## src/hw/rtl/tdpt_pkg.sv

```systemverilog
// Shared types and constants for the trial-division prime test core.
// No dependencies.
package tdpt_pkg;

    typedef enum logic [1:0] {
        ST_IDLE,
        ST_START,
        ST_DIV,
        ST_FINISH
    } state_t;

    localparam int SMALLEST_PRIME = 2;
    localparam int FIRST_DIVISOR  = 3;
    localparam int DIVISOR_STEP   = 2;

endpackage

```

## src/hw/rtl/trial_division_prime_test_core.sv

```systemverilog
// Top level of the trial-division prime test: sequencer, odd-divisor counter
// and output register. Depends on tdpt_pkg and tdpt_divider.
//
//  channel | handshake            | payload
//  --------+----------------------+----------------------------------
//  input   | in_valid / in_stall  | candidate [VALUE_WIDTH-1:0], signed
//  output  | out_valid / out_stall| is_prime
//
// Negative, 0, 1, 2 and even values finish without any division. Each odd
// divisor tried costs one pass of the bit-serial divider; the worst case
// is about sqrt(2^(VALUE_WIDTH-1))/2 divisors.
// One item is in work at a time; in_stall is high until its result is moved
// into the output register, which holds it while out_stall is high.
// Reset clears the sequencer and output valid; no other state is kept.
module trial_division_prime_test_core #(
    parameter int VALUE_WIDTH = 32
) (
    input  logic                   clk,
    input  logic                   rst_n,
    input  logic                   in_valid,
    output logic                   in_stall,
    input  logic [VALUE_WIDTH-1:0] candidate,
    output logic                   out_valid,
    input  logic                   out_stall,
    output logic                   is_prime
);

    localparam int N = VALUE_WIDTH - 1;

    tdpt_pkg::state_t state_reg, state_next;

    logic [N-1:0] n_reg, n_next;
    logic [N-1:0] d_reg, d_next;
    logic         res_reg, res_next;
    logic         out_valid_reg, out_valid_next;
    logic         is_prime_reg, is_prime_next;

    logic         accept;
    logic         out_free;
    logic         div_start;
    logic         div_done;
    logic [N-1:0] div_quo;
    logic [N-1:0] div_rem;
    logic [N-1:0] cand_mag;
    logic         cand_neg;
    logic         trivial;
    logic         trivial_res;

    assign accept   = in_valid && !in_stall;
    assign out_free = !out_valid_reg || !out_stall;
    assign cand_mag = candidate[N-1:0];
    assign cand_neg = candidate[N];

    // cases settled without any division
    always_comb
    begin
        trivial     = 1'b1;
        trivial_res = 1'b0;
        if (cand_neg || cand_mag[N-1:1] == '0)
        begin
            trivial_res = 1'b0;
        end
        else if (cand_mag == N'(tdpt_pkg::SMALLEST_PRIME))
        begin
            trivial_res = 1'b1;
        end
        else if (!cand_mag[0])
        begin
            trivial_res = 1'b0;
        end
        else
        begin
            trivial = 1'b0;
        end
    end

    tdpt_divider #(
        .N(N)
    ) u_div (
        .clk       (clk),
        .rst_n     (rst_n),
        .start     (div_start),
        .dividend  (n_reg),
        .divisor   (d_reg),
        .done      (div_done),
        .quotient  (div_quo),
        .remainder (div_rem)
    );

    // next state
    always_comb
    begin
        state_next = state_reg;
        case (state_reg)
            tdpt_pkg::ST_IDLE:
            begin
                if (accept)
                begin
                    state_next = trivial ? tdpt_pkg::ST_FINISH : tdpt_pkg::ST_START;
                end
            end
            tdpt_pkg::ST_START:
            begin
                state_next = tdpt_pkg::ST_DIV;
            end
            tdpt_pkg::ST_DIV:
            begin
                if (div_done)
                begin
                    // d > n/d means d*d > n: no divisor left to try
                    if (d_reg > div_quo || div_rem == '0)
                    begin
                        state_next = tdpt_pkg::ST_FINISH;
                    end
                    else
                    begin
                        state_next = tdpt_pkg::ST_START;
                    end
                end
            end
            tdpt_pkg::ST_FINISH:
            begin
                if (out_free)
                begin
                    state_next = tdpt_pkg::ST_IDLE;
                end
            end
            default:
            begin
                state_next = tdpt_pkg::ST_IDLE;
            end
        endcase
    end

    // outputs and datapath next values
    always_comb
    begin
        in_stall       = 1'b1;
        div_start      = 1'b0;
        n_next         = n_reg;
        d_next         = d_reg;
        res_next       = res_reg;
        is_prime_next  = is_prime_reg;
        out_valid_next = out_valid_reg && out_stall;
        case (state_reg)
            tdpt_pkg::ST_IDLE:
            begin
                in_stall = 1'b0;
                if (accept)
                begin
                    n_next   = cand_mag;
                    d_next   = N'(tdpt_pkg::FIRST_DIVISOR);
                    res_next = trivial_res;
                end
            end
            tdpt_pkg::ST_START:
            begin
                div_start = 1'b1;
            end
            tdpt_pkg::ST_DIV:
            begin
                if (div_done)
                begin
                    if (d_reg > div_quo)
                    begin
                        res_next = 1'b1;
                    end
                    else if (div_rem == '0)
                    begin
                        res_next = 1'b0;
                    end
                    else
                    begin
                        d_next = d_reg + N'(tdpt_pkg::DIVISOR_STEP);
                    end
                end
            end
            tdpt_pkg::ST_FINISH:
            begin
                if (out_free)
                begin
                    out_valid_next = 1'b1;
                    is_prime_next  = res_reg;
                end
            end
            default:
            begin
                in_stall = 1'b1;
            end
        endcase
    end

    always_ff @(posedge clk or negedge rst_n)
    begin
        if (!rst_n)
        begin
            state_reg     <= tdpt_pkg::ST_IDLE;
            out_valid_reg <= 1'b0;
        end
        else
        begin
            state_reg     <= state_next;
            out_valid_reg <= out_valid_next;
        end
    end

    always_ff @(posedge clk)
    begin
        n_reg        <= n_next;
        d_reg        <= d_next;
        res_reg      <= res_next;
        is_prime_reg <= is_prime_next;
    end

    assign out_valid = out_valid_reg;
    assign is_prime  = is_prime_reg;

`ifndef SYNTHESIS
    a_done_in_div: assert property (@(posedge clk) disable iff (!rst_n)
        div_done |-> state_reg == tdpt_pkg::ST_DIV)
        else $error("divider finished outside the divide state");

    a_divisor_odd: assert property (@(posedge clk) disable iff (!rst_n)
        state_reg == tdpt_pkg::ST_DIV |-> d_reg[0])
        else $error("trial divisor is even");

    a_divisor_held: assert property (@(posedge clk) disable iff (!rst_n)
        (state_reg == tdpt_pkg::ST_DIV && !div_done) |=> $stable(d_reg) && $stable(n_reg))
        else $error("operands changed during a division");

    a_finish_loads: assert property (@(posedge clk) disable iff (!rst_n)
        (state_reg == tdpt_pkg::ST_FINISH && out_free) |=> out_valid && is_prime == $past(res_reg))
        else $error("result not moved to the output register");
`endif

endmodule

```

## src/hw/rtl/tdpt_divider.sv

```systemverilog
// Bit-serial restoring divider: one quotient bit per cycle.
// Depends on nothing; instantiated by trial_division_prime_test_core.
module tdpt_divider #(
    parameter int N = 31
) (
    input  logic         clk,
    input  logic         rst_n,
    input  logic         start,
    input  logic [N-1:0] dividend,
    input  logic [N-1:0] divisor,
    output logic         done,
    output logic [N-1:0] quotient,
    output logic [N-1:0] remainder
);

    localparam int CNT_W = $clog2(N + 1);

    logic [CNT_W-1:0] cnt_reg, cnt_next;
    logic             done_reg, done_next;
    logic [N-1:0]     rem_reg, rem_next;
    logic [N-1:0]     quo_reg, quo_next;
    logic [N:0]       trial;
    logic [N:0]       diff;

    // shift in the next dividend bit and try a subtract
    assign trial = {rem_reg, quo_reg[N-1]};
    assign diff  = trial - {1'b0, divisor};

    always_comb
    begin
        cnt_next  = cnt_reg;
        rem_next  = rem_reg;
        quo_next  = quo_reg;
        done_next = 1'b0;
        if (start)
        begin
            cnt_next = CNT_W'(N);
            rem_next = '0;
            quo_next = dividend;
        end
        else if (cnt_reg != '0)
        begin
            cnt_next  = cnt_reg - CNT_W'(1);
            done_next = (cnt_reg == CNT_W'(1));
            if (!diff[N])
            begin
                rem_next = diff[N-1:0];
                quo_next = {quo_reg[N-2:0], 1'b1};
            end
            else
            begin
                rem_next = trial[N-1:0];
                quo_next = {quo_reg[N-2:0], 1'b0};
            end
        end
    end

    always_ff @(posedge clk or negedge rst_n)
    begin
        if (!rst_n)
        begin
            cnt_reg  <= '0;
            done_reg <= 1'b0;
        end
        else
        begin
            cnt_reg  <= cnt_next;
            done_reg <= done_next;
        end
    end

    always_ff @(posedge clk)
    begin
        rem_reg <= rem_next;
        quo_reg <= quo_next;
    end

    assign done      = done_reg;
    assign quotient  = quo_reg;
    assign remainder = rem_reg;

endmodule

```

## config.mk

```make
export PLATFORM = sky130hd
export DESIGN_NAME = trial_division_prime_test_core
export DESIGN_NICKNAME = d
export VERILOG_FILES = /design/src/hw/rtl/tdpt_pkg.sv /design/src/hw/rtl/trial_division_prime_test_core.sv /design/src/hw/rtl/tdpt_divider.sv
export SDC_FILE = /design/constraint.sdc
export NUM_CORES = 1
export LEC_CHECK = 0
export ABC_CLOCK_PERIOD_IN_PS = 6100
export BUFFER_PORTS_ARGS = -buffer_cell sky130_fd_sc_hd__clkbuf_2
export CAP_MARGIN = 10
export CORE_ASPECT_RATIO = 0.75
export CORE_MARGIN = 2
export CORE_UTILIZATION = 25
export CTS_CLUSTER_SIZE = 28
export DETAILED_ROUTE_END_ITERATION = 10
export GPL_ROUTABILITY_DRIVEN = 0
export GPL_TIMING_DRIVEN = 0
export SLEW_MARGIN = 10
export SYNTH_ARGS = -nofsm -noshare
export SYNTH_HDL_FRONTEND = slang
export SYNTH_SLANG_ARGS = --single-unit
```

## constraint.sdc

```tcl
create_clock -name clk -period 6.1 [get_ports clk]
set_input_delay 0.305 -clock clk [delete_from_list [all_inputs] [get_ports clk]]
set_output_delay 0.305 -clock clk [all_outputs]
set_load 0.02 [all_outputs]
```

==> results of run 1 <==
critical path, stage by stage (launching register included):
cell      delay (ns)
edfxtp_1        0.51
ha_1            0.35
o21ai_0         0.20
a21oi_1         0.10
a211oi_1        0.26
o21a_1          0.14
o21ai_0         0.20
a221o_1         0.42
a21oi_1         0.32
nor3b_2         0.74
buf_4           0.34
buf_4           0.23
cell families after synthesis:
group / count (synthesis)
buf+inv: 108
simple gates: 280
compound gates: 246
mux: 16
flops: 134
fa+ha+maj: 65
xor+xnor: 53
worst max-delay path by stage:
stage / to / slack, ns / cells after the start / start
floorplan: d_reg[10]$_SDFFCE_PN0P_ / 1.43 / 9 / d_reg[4]$_SDFFCE_PN0P_
finish: d_reg[10]$_SDFFCE_PN0P_ / 1.96 / 11 / d_reg[1]$_SDFFCE_PN1P_
global route: d_reg[5]$_SDFFCE_PN0P_ / 1.61 / 11 / d_reg[1]$_SDFFCE_PN1P_
detailed placement: d_reg[12]$_SDFFCE_PN0P_ / 1.96 / 11 / d_reg[1]$_SDFFCE_PN1P_
global placement: d_reg[8]$_SDFFCE_PN0P_ / -0.36 / 9 / d_reg[1]$_SDFFCE_PN1P_
CTS: d_reg[10]$_SDFFCE_PN0P_ / 1.92 / 11 / d_reg[1]$_SDFFCE_PN1P_
per-layer routing:
metal	track usage	vias up	wire length, um
met5	0	-	0
met4	0.03674	0	272
met3	0.03704	21	1900
met2	0.1775	226	8648
met1	0.2167	3360	12570
li1	-	3415	-
per-stage QoR:
| step | util | std cells | hold WS, ns | setup slack (ns) | area (sq um) |
|---|---|---|---|---|---|
| final | 0.2985 | 1426 | 0.06257 | 1.958 | 10030 |
| after global placement | 0.2771 | 1390 | 0.1744 | -0.3561 | 9311 |
| after CTS | 0.2985 | 1426 | 0.04148 | 1.921 | 10030 |
| after global routing | 0.2985 | 1426 | 0.04963 | 1.615 | 10030 |
| after floorplan | - | 902 | 0.009409 | 1.428 | 8558 |
| after detailed placement | 0.2786 | 1393 | 0.1765 | 1.963 | 9361 |
cell type report:
cell class,count,area (sq um)
Inverter,72,270.3
Fill cell,3501,23570
Tap cell,450,563.0
Sequential cell,134,3669
Multi-Input combinational cell,660,4439
Clock buffer,26,588.1
Clock inverter,6,70.07
Buffer,36,195.2
Timing Repair Buffer,42,235.2
cells in the mapped netlist (16+ instances only):
cell and number:
a21o_1 23, a21oi_1 63, clkbuf_1 19, xnor2_1 44
edfxtp_1 94, nor2_1 62, nand3_1 16, nand4_1 21
nand2_1 91, ha_1 64, dfxtp_1 31, inv_1 72
a31oi_1 16, nor4_1 20, o21ai_0 74
==> out/results.md, run 1 <==
| Parameter | This run |
|:---|:---|
| Total overflow reported by the global router | 0 |
| Final wirelength | 23390 um |
| Number of cells upsized or downsized after cts | 0 |
| Post-synth top flop | edfxtp_1 |
| Insertion delay of the later-clocked pin in the worst-skew pair | 0.43 ns |
| Net count, final | 1064 |
| Via count of the routed design | 7022 |
| Largest family of logic cells by synthesized area | compound AO/OA/AOI/OAI gates |
| Combined area of all synthesized cells | 8558 sq um |
| Total setup violations reported at the end of the flow | 0 |
| CP Launch Type | register |
| Number of synthesis warnings | 0 |
| Vias per cell | 4.924 |
| Dpl hpwl | 18050 um |
| Cell type contributing the most total cell area after synthesis | edfxtp_1 |
| Highest-count cells in the layout ignoring fill and taps | 94 x edfxtp_1, 90 x nand2_1, 74 x o21ai_0 |
| Row count | 58 |
| Worst setup path category | reg -> reg |
| Number of DRC markers after the initial detailed-route iteration | 582 |
| Number of nets in the synthesized netlist | 1003 |
| Fin. Hold Viols | 0 |
| Number of buffers inserted to repair setup after CTS | 0 |
| Main area contributors after synthesis | edfxtp_1 33%, ha_1 9.4%, dfxtp_1 7.3% |
| Status | complete, no violations |
| RSZ-0062 raised after global routing | false |
| Largest fanout of any net on the critical path | 11 |
| Number of global-route vias before repair | 6801 |
| Destination of the worst hold path | n_reg[19]$_DFFE_PP_ |
| Wire length of the first global-routing pass | 37780 um |
| Synthesis-to-finish area growth | 17.19% |
| Endpoint of the lowest-slack register-to-register path | d_reg[10]$_SDFFCE_PN0P_ |
| Final critical-path share of the clock period | 0.6791 |
| Adder-cell share of the synthesized area | 0.09591 |
| Port buffer count | 38 |
| Hold Crit Class | in -> reg |
| Initial core utilization | 0.2547 |
| Die area | 35740 sq um |
| Number of remaining DRC errors | 0 |
| Fin Setup TNS | 0 ns |
| Number of optimization iterations in the first detailed-route pass | 6 |
| Share of cell area taken by muxes after synthesis | 0.01930 |
| Clock tree from TritonCTS | done |
| Total CTS buffers | 17 |
| Hold-critical path depth | 1 |
| TritonCTS sink count | 134 |
| H-tree depth | 4 |
| Syn Area/Cell | 9.488 sq um |
| Maximum clock insertion buffer count | 2 |
| Source of the worst register-to-register timing path | d_reg[1]$_SDFFCE_PN1P_ |
| Final max-slew violation count | 0 |
| Pin count of the biggest net entering global routing | 32 |
| Clock-pin slew reported for the worst setup and hold paths after clock tree synthesis | 0.06 ns |
| Number of buffers inserted by hold repair at cts | 1 |
| Sort of element at the end of the critical path | register |
| Max Freq | 0.2414 GHz |
| Y dimension of the die | 164.2 um |
| Total core area | 33600 sq um |
| Die extent in x | 217.6 um |
| Synth top area share | 0.3298 |
| Number of I/O pins | 39 |
| Area share of and/or/nand/nor cells after synthesis | 0.1648 |
| Fraction of synthesized cell area in xor and xnor cells | 0.05863 |
| R2r setup slk | 1.96 ns |
| Overall Global Routing Usage | 0.1375 |
| Clk root buf | clkbuf_16 |
| Data arrival time of the critical path | 4.28 ns |
| Number of synthesized register bits | 134 |
| Source of the worst hold timing path | candidate[19] |
| Residual antenna-violating net count after detailed routing | 0 |
| Count of mapped cells out of synthesis | 902 |
| Routed WL per cell | 16.40 um |
| Max-slew headroom | 0.4627 |
| Min Clock Period, post-route | 4.142 ns |
| Number of cells on the worst reg-to-reg path | 11 |
| Worst EP required | 6.23 ns |
| Actual transition at the worst max-transition pin | 0.8025 ns |
| Library cells used by synthesis | 73 |
| Fraction of final layout cells sized beyond drive strength 1 | 0.1189 |
| Max-cap violations | 0 |
| Number of flops mapped to enable cells by yosys | 94 |
| Count of inserted antenna diode cells | 0 |
| Antenna violations before repair | 0 |
| Sequential fraction of the synthesis area | 0.4287 |
| Post-Route Skew | 0.01051 ns |
| Most common cell after layout, fill and taps aside | edfxtp_1 |
| Synthesized-area fraction occupied by ao, oa, aoi and oai cells | 0.1784 |
| Asr flop ratio synth | 0.06716 |
Power of run 1 is left out: the tool's default activity adds up to more than one toggle a clock period on the data nets, which glitch-free logic cannot reach.
==> run 2: changes to the inputs <==
- ABC_CLOCK_PERIOD_IN_PS: 6100 -> 4100
- clock period: 6.1 -> 4.1 ns (I/O delays scaled with it)
==> out/results.md, run 2 (synthesis gave the netlist of run 1 again) <==
| Parameter | This run | vs previous |
|:---|:---|:---|
| Post-Route Skew | 0.008625 ns | -0.001889 ns |
| Number of optimization iterations in the first detailed-route pass | 5 | -1 |
| H-tree depth | 4 | unchanged |
| Via count of the routed design | 7194 | +2.4% |
| Highest-count cells in the layout ignoring fill and taps | 94 x edfxtp_1, 90 x nand2_1, 74 x o21ai_0 |  |
| Row count | 58 | unchanged |
| Antenna violations before repair | 0 | unchanged |
| Met1 demand-to-capacity share in global routing | 0.2174 | +0.0007301 |
| Overall Global Routing Usage | 0.1375 | about the same |
| Worst setup path category | reg -> reg |  |
| Net count, final | 1099 | +3.3% |
| Met3 Track Usage GR | 0.03315 | -0.003889 |
| Total overflow reported by the global router | 0 | unchanged |
| R2r setup slk | 0.59 ns | -1.36 ns |
| Clk root buf | clkbuf_16 |  |
| Number of cells on the worst reg-to-reg path | 11 | unchanged |
| Maximum clock insertion buffer count | 2 | unchanged |
| Number of DRC markers after the initial detailed-route iteration | 585 | +0.52% |
| Most crowded layer after global routing | met1 |  |
| Die area | 35740 sq um | unchanged |
| CP Launch Type | register |  |
| Final critical-path share of the clock period | 0.8552 | +0.1761 |
| Initial core utilization | 0.2547 | unchanged |
| Status | complete, no violations |  |
| Count of inserted antenna diode cells | 0 | unchanged |
| Port buffer count | 38 | unchanged |
| Number of global-route vias before repair | 6738 | -0.93% |
| Source of the worst register-to-register timing path | d_reg[1]$_SDFFCE_PN1P_ |  |
| Wire length of the first global-routing pass | 37760 um | about the same |
| Met2 capacity usage during global routing | 0.1792 | +0.001737 |
| Fraction of final layout cells sized beyond drive strength 1 | 0.1119 | -0.006971 |
| Final std cells w/o fill | 1460 | +2.4% |
| Clock tree from TritonCTS | done |  |
| Most common cell after layout, fill and taps aside | edfxtp_1 |  |
| Endpoint of the lowest-slack register-to-register path | d_reg[9]$_SDFFCE_PN0P_ |  |
| Pin count of the biggest net entering global routing | 32 | unchanged |
| Total core area | 33600 sq um | unchanged |
| Max-cap violations | 0 | unchanged |
| Max Freq | 0.2852 GHz | +18% |
| Placed insts | 1392 | -0.072% |
| Clock-pin slew reported for the worst setup and hold paths after clock tree synthesis | 0.06 ns | about the same |
| Hold-critical path depth | 3 | +2 |
| Insertion delay of the later-clocked pin in the worst-skew pair | 0.43 ns | about the same |
| Largest fanout of any net on the critical path | 17 | +6 |
| Dpl hpwl | 17910 um | -0.78% |
| RSZ-0062 raised after global routing | false |  |
| Data arrival time of the critical path | 3.64 ns | -0.64 ns |
| Fin. Hold Viols | 0 | unchanged |
| Min Clock Period, post-route | 3.506 ns | -0.6360 ns |
| Final max-slew violation count | 0 | unchanged |
| Actual transition at the worst max-transition pin | 0.8015 ns | -0.0009932 ns |
| Hold Crit Class | in -> reg |  |
| TritonCTS sink count | 134 | unchanged |
| Sort of element at the end of the critical path | register |  |
| Number of cells upsized or downsized after cts | 0 | unchanged |
| Destination of the worst hold path | out_valid$_DFF_PN0_ |  |
| Die extent in x | 217.6 um | unchanged |
| Worst EP required | 4.23 ns | -2.00 ns |
| Residual antenna-violating net count after detailed routing | 0 | unchanged |
| Source of the worst hold timing path | out_stall |  |
| Routed WL per cell | 16.27 um | -0.78% |
| Final wirelength | 23760 um | +1.6% |
| Vias per cell | 4.927 | about the same |
| Number of I/O pins | 39 | unchanged |
| Synthesis-to-finish area growth | 20.45% |  |
| Total CTS buffers | 17 | unchanged |
| Max-slew headroom | 0.4638 | +0.001115 |
| Y dimension of the die | 164.2 um | unchanged |
| Total setup violations reported at the end of the flow | 0 | unchanged |
| Number of remaining DRC errors | 0 | unchanged |
## run 2: changes by cell type in the layout (fill, tap and decap cells not counted), moves of 2 or more
cell           previous run  this run
bufinv_16                 1         3
clkbuf_8                  4         0
clkbuf_1                 19        22
clkinv_1                  0         3
clkinv_2                  0         3
dlygate4sd3_1             1        32
buf_4                     3         5
clkbuf_16                21        17
## run 2: per-stage QoR
step             util  TNS (ns)  area (sq um)  hold WS (ns)  worst slack [ns]
6_report       0.3068         0         10310       0.01265            0.5937
4_1_cts        0.3053         0         10260      0.003893            0.2280
3_3_place_gp   0.2773    -21.89          9316       0.07373           -0.7351
5_1_grt        0.3068         0         10310       0.03988            0.3841
3_5_place_dp   0.2788         0          9368       0.07314            0.2473
2_1_floorplan       -         0          8563      -0.09059            0.5004
## run 2: worst max-delay path, stage by stage (launching register included)
cell and delay [ns]:
edfxtp_1 0.52, ha_1 0.36, o21ai_0 0.19, a21oi_1 0.11
a211oi_1 0.24, o21a_1 0.13, o21ai_0 0.20, a221o_1 0.43
a21oi_1 0.35, nor3b_4 0.30, buf_12 0.17, buf_8 0.18
## run 2: per-layer routing
| layer | up-vias | wire length (um) |
|---|---|---|
| met1 | 3435 | 12700 |
| met2 | 241 | 8966 |
| li1 | 3493 | - |
| met4 | 0 | 312 |
| met5 | - | 0 |
| met3 | 25 | 1774 |
## run 2: what timing repair did
| action | CTS | global route |
|---|---|---|
| endpoints found under the setup margin | 0 | 17 |
| hold buffers | 32 | 0 |
| buffers inserted | 0 | 5 |
| hold endpoints to repair | 40 | 0 |
## run 2: layout make-up
type                    instances  area, sq um
inverters                      72        270.3
plain buffers                  36        195.2
fillers                      3476        23290
flip-flops and latches        134         3669
clock buffers                  20        436.7
repair buffers                 77        595.6
clock inverters                11        133.9
multi-input cells             660         4446
well taps                     450        563.0
## run 2: how the worst max path moves through the flow
stage / startpoint / end / depth (start not counted)
final: d_reg[1]$_SDFFCE_PN1P_ / d_reg[9]$_SDFFCE_PN0P_ / 11
after global routing: d_reg[1]$_SDFFCE_PN1P_ / d_reg[5]$_SDFFCE_PN0P_ / 11
after CTS: d_reg[1]$_SDFFCE_PN1P_ / d_reg[15]$_SDFFCE_PN0P_ / 10
after detailed placement: d_reg[1]$_SDFFCE_PN1P_ / d_reg[9]$_SDFFCE_PN0P_ / 10
after global placement: d_reg[1]$_SDFFCE_PN1P_ / d_reg[8]$_SDFFCE_PN0P_ / 9
after floorplan: d_reg[4]$_SDFFCE_PN0P_ / d_reg[10]$_SDFFCE_PN0P_ / 9
Power of run 2 is left out for the same reason.
==> run 3: changes to the inputs <==
- MAX_ROUTING_LAYER: unset -> met4
==> out/results.md, run 3 (synthesis gave the netlist of run 1 again) <==
| Parameter | This run | vs previous |
|:---|:---|:---|
| Status | complete, no violations |  |
| Met3 Track Usage GR | 0.03111 | -0.002037 |
| Insertion delay of the later-clocked pin in the worst-skew pair | 0.43 ns | about the same |
| Die extent in x | 217.6 um | unchanged |
| Actual transition at the worst max-transition pin | 0.8083 ns | +0.006817 ns |
| Count of inserted antenna diode cells | 0 | unchanged |
| Fin. Hold Viols | 0 | unchanged |
| Number of I/O pins | 39 | unchanged |
| Net count, final | 1099 | unchanged |
| Clk root buf | clkbuf_16 |  |
| Largest fanout of any net on the critical path | 17 | unchanged |
| CP Launch Type | register |  |
| Antenna violations before repair | 0 | unchanged |
| R2r setup slk | 0.62 ns | +0.02 ns |
| Placed insts | 1392 | unchanged |
| Destination of the worst hold path | out_valid$_DFF_PN0_ |  |
| Max-cap violations | 0 | unchanged |
| Hold Crit Class | in -> reg |  |
| Met2 capacity usage during global routing | 0.1796 | +0.0004343 |
| Dpl hpwl | 17910 um | unchanged |
| Total core area | 33600 sq um | unchanged |
| Most common cell after layout, fill and taps aside | edfxtp_1 |  |
| Min Clock Period, post-route | 3.484 ns | -0.02219 ns |
| Number of cells upsized or downsized after cts | 0 | unchanged |
| Synthesis-to-finish area growth | 20.45% | unchanged |
| Number of cells on the worst reg-to-reg path | 11 | unchanged |
| Met1 demand-to-capacity share in global routing | 0.2181 | +0.0006899 |
| Via count of the routed design | 7190 | -0.056% |
| Source of the worst register-to-register timing path | d_reg[1]$_SDFFCE_PN1P_ |  |
| Vias per cell | 4.925 | about the same |
| Total overflow reported by the global router | 0 | unchanged |
| Pin count of the biggest net entering global routing | 32 | unchanged |
| Final wirelength | 23720 um | -0.14% |
| Max-slew headroom | 0.4592 | -0.004561 |
| Total setup violations reported at the end of the flow | 0 | unchanged |
| Initial core utilization | 0.2547 | unchanged |
| Y dimension of the die | 164.2 um | unchanged |
| Source of the worst hold timing path | out_stall |  |
| Final std cells w/o fill | 1460 | unchanged |
| Clock tree from TritonCTS | done |  |
| Max Freq | 0.2870 GHz | +0.64% |
| Residual antenna-violating net count after detailed routing | 0 | unchanged |
| Clock-pin slew reported for the worst setup and hold paths after clock tree synthesis | 0.06 ns | about the same |
| Wire length of the first global-routing pass | 37760 um | unchanged |
| Worst setup path category | reg -> reg |  |
| Data arrival time of the critical path | 3.61 ns | -0.03 ns |
| Final max-slew violation count | 0 | unchanged |
| Maximum clock insertion buffer count | 2 | unchanged |
| Number of global-route vias before repair | 6736 | -0.030% |
| Fraction of final layout cells sized beyond drive strength 1 | 0.1119 | unchanged |
| Most crowded layer after global routing | met1 |  |
| Fill cell total of the finished layout | 3475 | -0.029% |
| Routed WL per cell | 16.25 um | -0.14% |
| Port buffer count | 38 | unchanged |
| Post-Route Skew | 0.008728 ns | +0.0001036 ns |
| Overall Global Routing Usage | 0.1415 | +0.004004 |
| Number of optimization iterations in the first detailed-route pass | 5 | unchanged |
| Total CTS buffers | 17 | unchanged |
| Worst EP required | 4.23 ns | about the same |
| Sort of element at the end of the critical path | register |  |
| Number of DRC markers after the initial detailed-route iteration | 527 | -9.9% |
| Highest-count cells in the layout ignoring fill and taps | 94 x edfxtp_1, 90 x nand2_1, 74 x o21ai_0 |  |
| Endpoint of the lowest-slack register-to-register path | d_reg[9]$_SDFFCE_PN0P_ |  |
| Row count | 58 | unchanged |
| Number of remaining DRC errors | 0 | unchanged |
| Die area | 35740 sq um | unchanged |
| H-tree depth | 4 | unchanged |
| Hold-critical path depth | 3 | unchanged |
| RSZ-0062 raised after global routing | false |  |
| Final critical-path share of the clock period | 0.8498 | -0.005413 |
| TritonCTS sink count | 134 | unchanged |
-- run 3: cell counts in the layout (fill, tap and decap cells not counted) --
Identical to the previous run, type by type.
-- run 3: through the flow --
step | setup WS (ns) | instance area, sq um | setup TNS [ns] | hold WS (ns) | util
floorplan | 0.5004 | 8563 | 0 | -0.09059 | -
global placement | -0.7351 | 9316 | -21.89 | 0.07373 | 0.2773
detailed placement | 0.2473 | 9368 | 0 | 0.07314 | 0.2788
CTS | 0.2280 | 10260 | 0 | 0.003893 | 0.3053
global route | 0.3919 | 10310 | 0 | 0.04134 | 0.3068
finish | 0.6158 | 10310 | 0 | 0.01604 | 0.3068
-- run 3: worst max-delay path by stage --
stage,from,to,slack (ns)
4_1_cts,d_reg[1]$_SDFFCE_PN1P_,d_reg[15]$_SDFFCE_PN0P_,0.23
3_3_place_gp,d_reg[1]$_SDFFCE_PN1P_,d_reg[8]$_SDFFCE_PN0P_,-0.74
5_1_grt,d_reg[1]$_SDFFCE_PN1P_,d_reg[5]$_SDFFCE_PN0P_,0.39
6_report,d_reg[1]$_SDFFCE_PN1P_,d_reg[9]$_SDFFCE_PN0P_,0.62
2_1_floorplan,d_reg[4]$_SDFFCE_PN0P_,d_reg[10]$_SDFFCE_PN0P_,0.50
3_5_place_dp,d_reg[1]$_SDFFCE_PN1P_,d_reg[9]$_SDFFCE_PN0P_,0.25
-- run 3: worst max-delay path, stage by stage (launching register included) --
cell      delay, ns
edfxtp_1       0.53
ha_1           0.36
o21ai_0        0.19
a21oi_1        0.11
a211oi_1       0.23
o21a_1         0.13
o21ai_0        0.20
a221o_1        0.43
a21oi_1        0.33
nor3b_4        0.30
buf_12         0.17
buf_8          0.18
-- run 3: layout make-up --
class                      instances  area, sq um  share of cell area
timing repair buffer              77        595.6             0.05777
sequential                       134         3669              0.3559
tap                              450        563.0             0.05462
inverter                          72        270.3             0.02622
clock inverter                    11        133.9             0.01299
multi-input combinational        660         4446              0.4312
buffer                            36        195.2             0.01893
clock buffer                      20        436.7             0.04236
-- run 3: routing by layer --
| layer | part of all wire | vias to the layer above |
|---|---|---|
| li1 | - | 3485 |
| met1 | 0.53 | 3431 |
| met2 | 0.37 | 246 |
| met3 | 0.080 | 28 |
| met4 | 0.013 | 0 |
| met5 | 0 | - |
-- run 3: timing repair --
action                                  4_1_cts  5_1_grt
hold endpoints to repair                     40        0
hold buffers                                 32        0
buffers inserted                              0        5
endpoints found under the setup margin        0       17
Power of run 3 is left out for the same reason.
